`config.mk`:
```
export PLATFORM = sky130hd
export DESIGN_NAME = crc16_frame_rx_parser
export DESIGN_NICKNAME = d
export VERILOG_FILES = /design/src/rtl/crcfp_pkg.sv /design/src/rtl/crcfp_cfg.sv /design/src/rtl/crcfp_core.sv /design/src/rtl/crc16_frame_rx_parser.sv
export VERILOG_INCLUDE_DIRS = /design/src /design/src/rtl
export SDC_FILE = /design/constraint.sdc
export NUM_CORES = 1
export LEC_CHECK = 0
export BUFFER_PORTS_ARGS = -buffer_cell sky130_fd_sc_hd__buf_2
export CAP_MARGIN = 20
export CORE_ASPECT_RATIO = 0.5
export CORE_MARGIN = 8
export CORE_UTILIZATION = 61
export CTS_BUF_LIST = sky130_fd_sc_hd__clkbuf_8
export DETAILED_ROUTE_END_ITERATION = 8
export PLACE_DENSITY = 0.82
export SYNTH_ARGS = -nofsm -noshare
export SYNTH_HDL_FRONTEND = slang
export SYNTH_SLANG_ARGS = --single-unit
```
`constraint.sdc`:
```
create_clock -name i_clk -period 5.1 [get_ports i_clk]
set_input_delay 1.02 -clock i_clk [delete_from_list [all_inputs] [get_ports i_clk]]
set_output_delay 1.02 -clock i_clk [all_outputs]
set_load 0.03 [all_outputs]
```
`src/rtl/crc16_frame_rx_parser_macros.svh`:
```
// Assertion macros for the CRC-16 frame receive parser.
`ifndef CRC16_FRAME_RX_PARSER_MACROS_SVH
`define CRC16_FRAME_RX_PARSER_MACROS_SVH
`ifndef SYNTH
`define CRCFP_ASSERT(lbl, expr, msg) \
    lbl: assert property (@(posedge i_clk) disable iff (!i_rst_n) (expr)) else $error(msg);
`define CRCFP_ASSERT_NEXT(lbl, ante, cons, msg) \
    lbl: assert property (@(posedge i_clk) disable iff (!i_rst_n) (ante) |=> (cons)) \
        else $error(msg);
`else
`define CRCFP_ASSERT(lbl, expr, msg)
`define CRCFP_ASSERT_NEXT(lbl, ante, cons, msg)
`endif
`endif

```
`src/rtl/crcfp_pkg.sv`:
```
// Shared types, constants and the CRC byte update for the frame receive parser.
package crcfp_pkg;

    localparam logic [15:0] CRC_INIT = 16'hFFFF;
    localparam logic [15:0] CRC_POLY = 16'hA001;

    // register indexes on the configuration port
    localparam logic [1:0] REG_START_BYTE = 2'd0;
    localparam logic [1:0] REG_MAX_LEN    = 2'd1;
    localparam logic [1:0] REG_FIRST_CMD  = 2'd2;
    localparam logic [1:0] REG_LAST_CMD   = 2'd3;

    localparam logic [7:0] START_BYTE_RST = 8'd0;
    localparam logic [7:0] MAX_LEN_RST    = 8'd40;
    localparam logic [7:0] FIRST_CMD_RST  = 8'd2;
    localparam logic [7:0] LAST_CMD_RST   = 8'd9;

    typedef enum logic [1:0] {
        ST_GOOD     = 2'd0,
        ST_CRC_LO   = 2'd1,
        ST_CRC_HI   = 2'd2,
        ST_TOO_LONG = 2'd3
    } t_status;

    typedef enum logic {
        KIND_PAYLOAD = 1'b0,
        KIND_REPORT  = 1'b1
    } t_kind;

    typedef struct packed {
        logic [7:0] start_byte;
        logic [7:0] max_len;
        logic [7:0] first_cmd;
        logic [7:0] last_cmd;
    } t_cfg;

    typedef struct packed {
        t_kind      kind;
        logic [7:0] payload_byte;
        logic [7:0] payload_index;
        t_status    status;
        logic [7:0] frame_cmd;
        logic [7:0] frame_len;
        logic       cmd_accepted;
        logic       sequence_wrapped;
        logic [7:0] next_expected;
    } t_result;

    // reflected CRC-16, one byte in eight bit steps
    function automatic logic [15:0] crc_byte(input logic [15:0] crc, input logic [7:0] b);
        logic [15:0] c;
        c = crc ^ {8'h00, b};
        for (int k = 0; k < 8; k++) begin
            if (c[0]) begin
                c = (c >> 1) ^ CRC_POLY;
            end else begin
                c = c >> 1;
            end
        end
        return c;
    endfunction

endpackage

```
`src/rtl/crcfp_cfg.sv`:
```
// Configuration register file for the frame receive parser.
module crcfp_cfg
    import crcfp_pkg::*;
(
    input  logic       i_clk,
    input  logic       i_rst_n,
    input  logic       i_cfg_we,
    input  logic [1:0] i_cfg_idx,
    input  logic [7:0] i_cfg_data,
    output t_cfg       o_cfg
);

    t_cfg r_cfg;

    always_ff @(posedge i_clk) begin
        if (!i_rst_n) begin
            r_cfg.start_byte <= START_BYTE_RST;
            r_cfg.max_len    <= MAX_LEN_RST;
            r_cfg.first_cmd  <= FIRST_CMD_RST;
            r_cfg.last_cmd   <= LAST_CMD_RST;
        end else if (i_cfg_we) begin
            case (i_cfg_idx)
                REG_START_BYTE: r_cfg.start_byte <= i_cfg_data;
                REG_MAX_LEN:    r_cfg.max_len    <= i_cfg_data;
                REG_FIRST_CMD:  r_cfg.first_cmd  <= i_cfg_data;
                REG_LAST_CMD:   r_cfg.last_cmd   <= i_cfg_data;
                default: ;
            endcase
        end
    end

    assign o_cfg = r_cfg;

endmodule

```
`src/rtl/crcfp_core.sv`:
```
// Frame parse state machine with CRC check and poll command sequencing.
module crcfp_core
    import crcfp_pkg::*;
(
    input  logic       i_clk,
    input  logic       i_rst_n,
    input  logic       i_fire,
    input  logic [7:0] i_byte,
    input  t_cfg       i_cfg,
    output logic       o_res_valid,
    output t_result    o_res
);

    typedef enum logic [2:0] {
        PH_HUNT  = 3'd0,
        PH_CMD   = 3'd1,
        PH_LEN   = 3'd2,
        PH_DATA  = 3'd3,
        PH_CRC_H = 3'd4
    } t_phase;

    t_phase      r_phase,    n_phase;
    logic [15:0] r_crc,      n_crc;
    logic [7:0]  r_held_cmd, n_held_cmd;
    logic [7:0]  r_held_len, n_held_len;
    logic [7:0]  r_left,     n_left;
    logic [7:0]  r_expected, n_expected;

    logic [15:0] c_crc_in;
    logic [15:0] c_crc_next;
    logic [8:0]  c_cmd_inc;
    logic        c_hit;
    t_kind       c_kind;
    t_status     c_status;
    logic [7:0]  c_pbyte;
    logic [7:0]  c_pidx;
    logic        c_acc;
    logic        c_wrap;

    assign c_crc_in   = (r_phase == PH_HUNT) ? CRC_INIT : r_crc;
    assign c_crc_next = crc_byte(c_crc_in, i_byte);
    assign c_cmd_inc  = {1'b0, r_expected} + 9'd1;

    always_comb begin
        n_phase    = r_phase;
        n_crc      = r_crc;
        n_held_cmd = r_held_cmd;
        n_held_len = r_held_len;
        n_left     = r_left;
        n_expected = r_expected;
        c_hit      = 1'b0;
        c_kind     = KIND_REPORT;
        c_status   = ST_GOOD;
        c_pbyte    = 8'd0;
        c_pidx     = 8'd0;
        c_acc      = 1'b0;
        c_wrap     = 1'b0;
        case (r_phase)
            PH_HUNT: begin
                if (i_byte == i_cfg.start_byte) begin
                    n_crc   = c_crc_next;
                    n_phase = PH_CMD;
                end
            end
            PH_CMD: begin
                n_held_cmd = i_byte;
                n_crc      = c_crc_next;
                n_phase    = PH_LEN;
            end
            PH_LEN: begin
                n_held_len = i_byte;
                if (i_byte <= i_cfg.max_len) begin
                    n_left  = i_byte;
                    n_crc   = c_crc_next;
                    n_phase = PH_DATA;
                end else begin
                    n_phase  = PH_HUNT;
                    c_hit    = 1'b1;
                    c_status = ST_TOO_LONG;
                end
            end
            PH_DATA: begin
                if (r_left != 8'd0) begin
                    n_left  = r_left - 8'd1;
                    n_crc   = c_crc_next;
                    c_hit   = 1'b1;
                    c_kind  = KIND_PAYLOAD;
                    c_pbyte = i_byte;
                    c_pidx  = r_held_len - r_left;
                end else if (r_crc[7:0] == i_byte) begin
                    n_phase = PH_CRC_H;
                end else begin
                    n_phase  = PH_HUNT;
                    c_hit    = 1'b1;
                    c_status = ST_CRC_LO;
                end
            end
            PH_CRC_H: begin
                n_phase = PH_HUNT;
                c_hit   = 1'b1;
                if (r_crc[15:8] != i_byte) begin
                    c_status = ST_CRC_HI;
                end else if (r_held_cmd == r_expected) begin
                    // advance at nine bits so 255 wraps instead of rolling to 0
                    c_acc = 1'b1;
                    if (c_cmd_inc > {1'b0, i_cfg.last_cmd}) begin
                        n_expected = i_cfg.first_cmd;
                        c_wrap     = 1'b1;
                    end else begin
                        n_expected = c_cmd_inc[7:0];
                    end
                end
            end
            default: begin
                n_phase = PH_HUNT;
            end
        endcase
    end

    always_ff @(posedge i_clk) begin
        if (!i_rst_n) begin
            r_phase    <= PH_HUNT;
            r_crc      <= CRC_INIT;
            r_held_cmd <= 8'd0;
            r_held_len <= 8'd0;
            r_left     <= 8'd0;
            r_expected <= FIRST_CMD_RST;
        end else if (i_fire) begin
            r_phase    <= n_phase;
            r_crc      <= n_crc;
            r_held_cmd <= n_held_cmd;
            r_held_len <= n_held_len;
            r_left     <= n_left;
            r_expected <= n_expected;
        end
    end

    assign o_res_valid            = i_fire && c_hit;
    assign o_res.kind             = c_kind;
    assign o_res.payload_byte     = c_pbyte;
    assign o_res.payload_index    = c_pidx;
    assign o_res.status           = c_status;
    assign o_res.frame_cmd        = n_held_cmd;
    assign o_res.frame_len        = n_held_len;
    assign o_res.cmd_accepted     = c_acc;
    assign o_res.sequence_wrapped = c_wrap;
    assign o_res.next_expected    = n_expected;

endmodule

```
`src/rtl/crc16_frame_rx_parser.sv`:
```
// Top level of the CRC-16 frame receive parser: input register, core, result register.
//
// Channel   Direction  Width  Contents
// s_axis    in         8      tdata: rx_byte
// m_axis    out        48+1   tdata: payload_byte, payload_index, status, frame_cmd,
//                             frame_len, cmd_accepted, sequence_wrapped, next_expected;
//                             tuser: kind
// i_cfg     in         2+8    register index, write data
//
// One item per cycle unless m_axis_tready stalls the result; an accepted item waits in
// the input register, then the parse logic loads its result into the result register.
// The CRC update is eight fixed bit steps on the registered byte, done combinationally.
// Reset is synchronous: it empties both registers, returns to start hunting and
// restores the register defaults.
// While a result waits and m_axis_tready is low, the result holds and at most one more
// item is taken into the input register.
module crc16_frame_rx_parser
    import crcfp_pkg::*;
(
    input  logic        i_clk,
    input  logic        i_rst_n,
    input  logic        s_axis_tvalid,
    output logic        s_axis_tready,
    input  logic [7:0]  s_axis_tdata,   // [7:0] rx_byte
    output logic        m_axis_tvalid,
    input  logic        m_axis_tready,
    // [7:0] payload_byte, [15:8] payload_index, [17:16] status, [25:18] frame_cmd,
    // [33:26] frame_len, [34] cmd_accepted, [35] sequence_wrapped,
    // [43:36] next_expected, [47:44] zero
    output logic [47:0] m_axis_tdata,
    output logic        m_axis_tuser,   // [0] kind
    input  logic        i_cfg_we,
    input  logic [1:0]  i_cfg_idx,
    input  logic [7:0]  i_cfg_data
);

`include "crc16_frame_rx_parser_macros.svh"

    t_cfg       c_cfg;
    logic       r_in_valid;
    logic [7:0] r_in_byte;
    logic       r_out_valid;
    t_result    r_out;
    logic       c_adv;
    logic       c_fire;
    logic       c_res_valid;
    t_result    c_res;
    logic       c_out_pay;
    logic       c_out_wrap;
    logic       c_out_dirty;
    logic       c_idx_ok;

    crcfp_cfg u_cfg (
        .i_clk      (i_clk),
        .i_rst_n    (i_rst_n),
        .i_cfg_we   (i_cfg_we),
        .i_cfg_idx  (i_cfg_idx),
        .i_cfg_data (i_cfg_data),
        .o_cfg      (c_cfg)
    );

    // advance the input register when the result slot is free or draining
    assign c_adv         = !r_out_valid || m_axis_tready;
    assign c_fire        = r_in_valid && c_adv;
    assign s_axis_tready = !r_in_valid || c_adv;

    crcfp_core u_core (
        .i_clk       (i_clk),
        .i_rst_n     (i_rst_n),
        .i_fire      (c_fire),
        .i_byte      (r_in_byte),
        .i_cfg       (c_cfg),
        .o_res_valid (c_res_valid),
        .o_res       (c_res)
    );

    always_ff @(posedge i_clk) begin
        if (!i_rst_n) begin
            r_in_valid  <= 1'b0;
            r_out_valid <= 1'b0;
        end else begin
            if (s_axis_tready) begin
                r_in_valid <= s_axis_tvalid;
            end
            if (c_adv) begin
                r_out_valid <= c_res_valid;
            end
        end
    end

    always_ff @(posedge i_clk) begin
        if (s_axis_tvalid && s_axis_tready) begin
            r_in_byte <= s_axis_tdata;
        end
        if (c_adv && c_res_valid) begin
            r_out <= c_res;
        end
    end

    assign m_axis_tvalid = r_out_valid;
    assign m_axis_tuser  = r_out.kind;
    assign m_axis_tdata  = {4'd0, r_out.next_expected, r_out.sequence_wrapped,
                            r_out.cmd_accepted, r_out.frame_len, r_out.frame_cmd,
                            r_out.status, r_out.payload_index, r_out.payload_byte};

    assign c_out_pay   = r_out_valid && r_out.kind == KIND_PAYLOAD;
    assign c_out_wrap  = r_out_valid && r_out.sequence_wrapped;
    assign c_out_dirty = r_out.status != ST_GOOD || r_out.cmd_accepted || r_out.sequence_wrapped;
    assign c_idx_ok    = r_out.payload_index < r_out.frame_len;

    `CRCFP_ASSERT(a_payload_clean, !(c_out_pay && c_out_dirty), "payload carries report fields")
    `CRCFP_ASSERT(a_wrap_needs_accept, !c_out_wrap || r_out.cmd_accepted, "wrap without accept")
    `CRCFP_ASSERT(a_index_in_frame, !c_out_pay || c_idx_ok, "payload index past length")
    `CRCFP_ASSERT_NEXT(a_stall_only_full, !s_axis_tready, r_in_valid, "stall while empty")

endmodule

```
### Word-level counts from Yosys, hierarchy flattened

Cells that the tools add are included.

| operators by class | value |
|---|---|
| shifts and indexed selects | 0 |
| multiplexer cells | 39 |
| multiply operators | 0 |
| eq/ne operators | 15 |
| add/sub/neg operators | 3 |
| reduce and logical (&&, ||, !) cells | 23 |
| bitwise gates (word level) | 11 |
| magnitude comparators | 2 |
| divide/modulo/power cells | 0 |

Operators with widths:

| cell | number |
|---|---|
| 16-bit 2-to-1 mux | 12 |
| 8-bit 2-to-1 mux | 8 |
| 16-bit one-hot mux with 4 select lines | 1 |
| 8-bit equality test | 3 |
| 2-bit inverter with 3-bit output | 8 |
| 8-bit one-hot mux with 2 select lines | 1 |
| 16-bit by 8-bit XOR with 16-bit output | 1 |
| 3-bit one-hot mux with 4 select lines | 1 |
| 2-bit AND reduction | 5 |
| 8-bit by 1-bit adder with 9-bit output (second input constant) | 1 |
| 9-bit by 8-bit > comparator with 1-bit output | 1 |
| 3-bit 2-to-1 mux | 3 |
| 8-bit less-or-equal comparator | 1 |
| 2-bit 2-to-1 mux | 4 |
| 8-bit inequality test | 1 |
| 8-bit nonzero test | 1 |
| 8-bit by 1-bit subtractor with 8-bit output (second input constant) | 1 |
| 8-bit subtractor | 1 |
| 1-bit 2-to-1 mux | 7 |
| 3-bit by 2-bit equality test with 1-bit output (second input constant) | 2 |
| 2-bit one-hot mux with 3 select lines | 1 |
| 5-bit AND reduction | 1 |
| 2-bit equality test (second input constant) | 2 |
| 1-bit logical AND | 4 |
| other kinds (17) | 22 |

| storage, ports and cells | value |
|---|---|
| ROM bits | 0 |
| output and inout port bits | 51 |
| bits in registers | 138 |
| bits in latches | 0 |
| RAM bits | 0 |
| memories | 0 |

### Logic depth before layout (Yosys ltp)

| depth | value |
|---|---|
| depth after elaboration | 21 |
| depth in mapped cells | 13 |
| gate-level depth less buffers | 10 |

### Modules after synthesis

A second synthesis with hierarchy kept.

| unflattened totals | value |
|---|---|
| cell total of the unflattened synthesis | 728 |
| area, all modules | 7252.0 um^2 |

Modules (own cells, without submodules):

| module | sequential area each (um^2) | area each (um^2) | cells an instance | instances |
|---|---|---|---|---|
| crcfp_core | 1021.0 | 4307.9 | 540 | 1 |
| crc16_frame_rx_parser | 1631.6 | 1725.4 | 68 | 1 |
| crcfp_cfg | 640.6 | 1218.7 | 120 | 1 |

### Worst setup path before layout

OpenSTA, ideal clock, no wires.

| path | value |
|---|---|
| kind | input to register |
| start point | in m_axis_tready |
| end point | reg r_out, in the netlist m_axis_tdata[0], enable pin |
| arrival time | 4.132 ns |
| cell stages on the path | 5 |
| path slack | 0.491 ns |
| buffers on the path | 1 |
| cell sequence | nor2b_1 nor2b_1 buf_1 o21ai_0 a31oi_1 |

| on the way | value |
|---|---|
| longest elaborated chain between the ends | 4 |

Ends and longest elaborated chain:

| what | RTL line | RTL |
|---|---|---|
| start: declaration | crc16_frame_rx_parser.sv:26 | `input logic m_axis_tready,` |
| 1-bit logical OR * | crc16_frame_rx_parser.sv:63 | `assign c_adv = !r_out_valid \|\| m_axis_tready;` |
| 1-bit logical AND | crc16_frame_rx_parser.sv:64 | `assign c_fire = r_in_valid && c_adv;` |
| 1-bit logical AND | crcfp_core.sv:138 | `assign o_res_valid = i_fire && c_hit;` |
| 1-bit logical AND * | crc16_frame_rx_parser.sv:95 | `if (c_adv && c_res_valid) begin` |
| end signal: assignment | crc16_frame_rx_parser.sv:96 | `r_out <= c_res;` |
| end: declaration | crc16_frame_rx_parser.sv:43 | `t_result r_out;` |

Mark *: on every way between the ends. The rest lies on a longest branch, timed or not.
A chain may end at the register's enable or synchronous reset.

==> key figures <==
Floorplan
  – # IOs: between 70 and 80
  – DIE AREA: 15900 um^2
  – CORE AREA: 11700 um^2
  – Num rows: 28
  – Starting Density: 62.1%
  – Die span in x: around 170 um
  – Height of the die: roughly 93 um

Place
  – Gpl congestion: ~0.90
  – Placed insts: 961
  – PortBufs: 69
  – DP Wirelength: roughly 12 mm

Yosys
  – Primary FF master, synth: dfxtp_1
  – Ys async rst share: 0%
  – Cells after synthesis: 770
  – Post-synth cell types: 60
  – Post-synth EDFFs: 53
  – Warnings from Yosys: 0
  – Post-Syn Area: 7290 um^2
  – Flops & latches, synth: 138
  – Post-synthesis sequential area ratio: 45.2%
  – Syn_area_per_cell: 9.47 um^2

Layout
  – Final cell count without fillers: 993
  – Share of cells above drive strength 1: 15.8%
  – Ant diodes: 0
  – Commonest non-fill, non-tap cell in the layout: nand2_1
  – Filler cells: ~860
  – Nets: approximately 860
  – Area Overhead vs Synth: 11.0%
  – Most frequent cells in the layout: nand2_1, dfxtp_1, buf_2, nor2_1, edfxtp_1
  – Final core area utilization: 69.0%

Route
  – Post-Route M1 WL: 7.22 mm
  – Residual DRC: 0
  – Met2 wire len: about 8.2 mm
  – Vias per cell: roughly 5.8
  – DR iter-0 viols: 594
  – Top sig layer: met4
  – Routed wl met3: 1.35 mm
  – WL/cell: around 17 um
  – Vias: 5742
  – Post-Route WL: 17.2 mm
  – Post-DRT Antenna Nets: 0
  – Drt first pass iters: 5

Global route
  – Largest net degree at the start of global routing: 48
  – Remaining global-route overflow: 0
  – Total GRT Usage: between 20% and 30%
  – First-pass GRT wire length: 27.8 mm
  – Vias in the first global route: about 5600
  – Initial antenna violation count: 0

Pwr
  – Internal Power: 0.00175 W
  – VDD IR-drop max: 0.000189 V
  – Part of the power in registers: 51.6%
  – Clock power share: 41.3%
  – Net Sw Power: between 0.0005 and 0.0006 W
  – Switching fraction of total power: 23.8%
  – Comb power frac: approximately 7%
  – Power Dens Cells: 283 nW/um^2
  – Leakage: roughly 3.0 nW

STA
  – Worst Skew: 12.2 ps
  – Slew margin rel.: 34.6%
  – Endpoints failing hold: 0
  – RSZ-0062 raised after global routing: no
  – Final Max Slew Viols: 0
  – WHS: between 400 and 500 ps
  – Worst-Margin Slew: 979 ps
  – Final worst path period need: 3590 ps
  – Fin crit share: 70.5%
  – Final setup fails: 0
  – Fmax: 278 MHz
  – Setup TNS: 0 ps

Critical path
  – Worst path max stage delay: ~560 ps
  – Worst reg2reg setup slack: 1510 ps
  – Crit path buf inv count: 0
  – Cells along the critical path: nand3_1 -> nor2_1 -> xor2_1 -> ha_1 -> nand2_1 -> nor3_1 -> a21boi_0 -> nor2_1 -> nand2_1 -> o311ai_0
  – Critical-path top delay cell: nor2_1
  – CP delay by family, top: simple AND/OR/NAND/NOR gates
  – Element type at the critical path start: flop
  – WP data required: 5340 ps
  – RR Endpoint: m_axis_tdata[38]$_DFFE_PP_
  – Arr. time, crit path: around 3800 ps
  – Worst-path fanout max: 10
  – Reg-to-Reg Start: u_core.r_expected[2]$_SDFFE_PN0P_
  – Reg2reg path depth: 10
  – WS Path Type: reg -> reg
  – CP endpoint kind: flop

Clock tree
  – Clk sinks: 138
  – CTS tree: done
  – Root Buffer: clkbuf_8
  – Cts repair resizes: 0
  – Maximum root-to-sink buffer count: 2
  – Post-CTS Hold Buffers: 0
  – Num CTS Buffers: 17
  – CTS H-tree depth: 4
  – Clock Pin Slew Worst Setup and Hold Paths: 80 ps
  – Post-CTS Setup Inserts: 0
  – Clock Latency Late Sink: 450 ps

Worst hold path
  – Worst Hold Path Cells: 2
  – Worst hold path type: reg -> reg
  – Hold endpoint: u_cfg.o_cfg[2]$_SDFFE_PN0P_
  – Min-Delay Startpoint: u_cfg.o_cfg[2]$_SDFFE_PN0P_

Flow run
  – Max Cap Viol: 0

Status
  – Status: finished clean
[area by class of cell]
class	instances	area, um^2	area share, %
clock buffers	17	234	2.89
clock inverters	15	184	2.27
inverters	33	129	1.59
multi-input cells	550	3660	45.2
flip-flops and latches	138	3290	40.7
well taps	165	206	2.55
repair buffers	75	390	4.82
[power groups by stage]
stage | Clock (W) | Sequential (W) | Combinational, W
2_1_floorplan | 0 | 0.00118 | 0.000144
3_3_place_gp | 0 | 0.00121 | 0.000155
3_5_place_dp | 0 | 0.00121 | 0.000160
4_1_cts | 0.000953 | 0.00118 | 0.000162
5_1_grt | 0.00101 | 0.00118 | 0.000179
6_report | 0.000948 | 0.00118 | 0.000163
[synth_stat cells, drive strengths merged, types with 8 or more instances]
library cell	n	share of area, %
buf	20	1.7
nor3	12	0.82
edfxtp	53	22
mux2i	36	4.9
a21oi	45	3.1
nor3b	8	0.89
xor2	21	2.5
nor2	66	3.4
nand4	9	0.77
ha	25	4.3
o21ai	22	1.5
and2	12	1.1
o211ai	14	1.5
nand3	17	1.2
clkbuf	32	1.6
nor2b	13	1.1
nand2	102	5.2
inv	32	1.6
mux2	14	2.2
xnor2	51	6.1
dfxtp	85	23
[sequential cells by signal (all words and copies together) (netlist names)]
signal and flops:
r_in_byte 8, r_in_valid 1, m_axis_tvalid 1, m_axis_tuser 1
u_core.r_left 8, u_core.r_expected 8, m_axis_tdata 44, u_core.r_held_len 8
u_core.r_phase 3, u_core.r_held_cmd 8, u_cfg.o_cfg 32, u_core.r_crc 16
[per-layer routing]
layer  global-route usage [%]  vias up
li1                         -     2754
met1                     26.6     2690
met2                     37.4      254
met3                     4.92       44
met4                     9.35        0
met5                        0        -
[stage by stage]
stage                     setup slack, ps  area, um^2  total power, W
after floorplan                       491        7300         0.00133
after global placement               1780        7680         0.00136
after detailed placement             1580        7680         0.00137
after CTS                            1560        8100         0.00230
after global routing                 1200        8100         0.00237
final                                1510        8100         0.00229
[worst reg2reg max path, stage by stage (launching register included)]
cell      delay (ps)
dfxtp_1          500
nand3_1          280
nor2_1           350
xor2_1           110
ha_1             300
nand2_1           70
nor3_1           250
a21boi_0         190
nor2_1           560
nand2_1          350
o311ai_0         420
[worst max path at each step]
stage	endpoint	depth (start not counted)	start
5_1_grt	m_axis_tdata[41]$_DFFE_PP_	10	u_core.r_expected[2]$_SDFFE_PN0P_
4_1_cts	m_axis_tdata[41]$_DFFE_PP_	10	u_core.r_expected[2]$_SDFFE_PN0P_
6_report	m_axis_tdata[38]$_DFFE_PP_	10	u_core.r_expected[2]$_SDFFE_PN0P_
3_5_place_dp	m_axis_tdata[41]$_DFFE_PP_	10	u_core.r_expected[2]$_SDFFE_PN0P_
3_3_place_gp	m_axis_tdata[40]$_DFFE_PP_	9	r_in_byte[0]$_DFFE_PP_
2_1_floorplan	m_axis_tdata[0]$_SDFFCE_PN0P_	5	m_axis_tready
[cell families (layout without fill, tap and decap cells)]
logic type      after synthesis  in the layout  share of synthesized area, %
simple gates                270            270                          17.4
flops                       138            138                          45.2
compound gates              125            125                          11.0
buf+inv                      85            140                          5.15
xor+xnor                     75             75                          9.57
mux                          50             50                          7.10
fa+ha+maj                    26             26                          4.56
other cells                   1              4                        0.0514
Note: power is estimated with default switching activity, not from simulation.
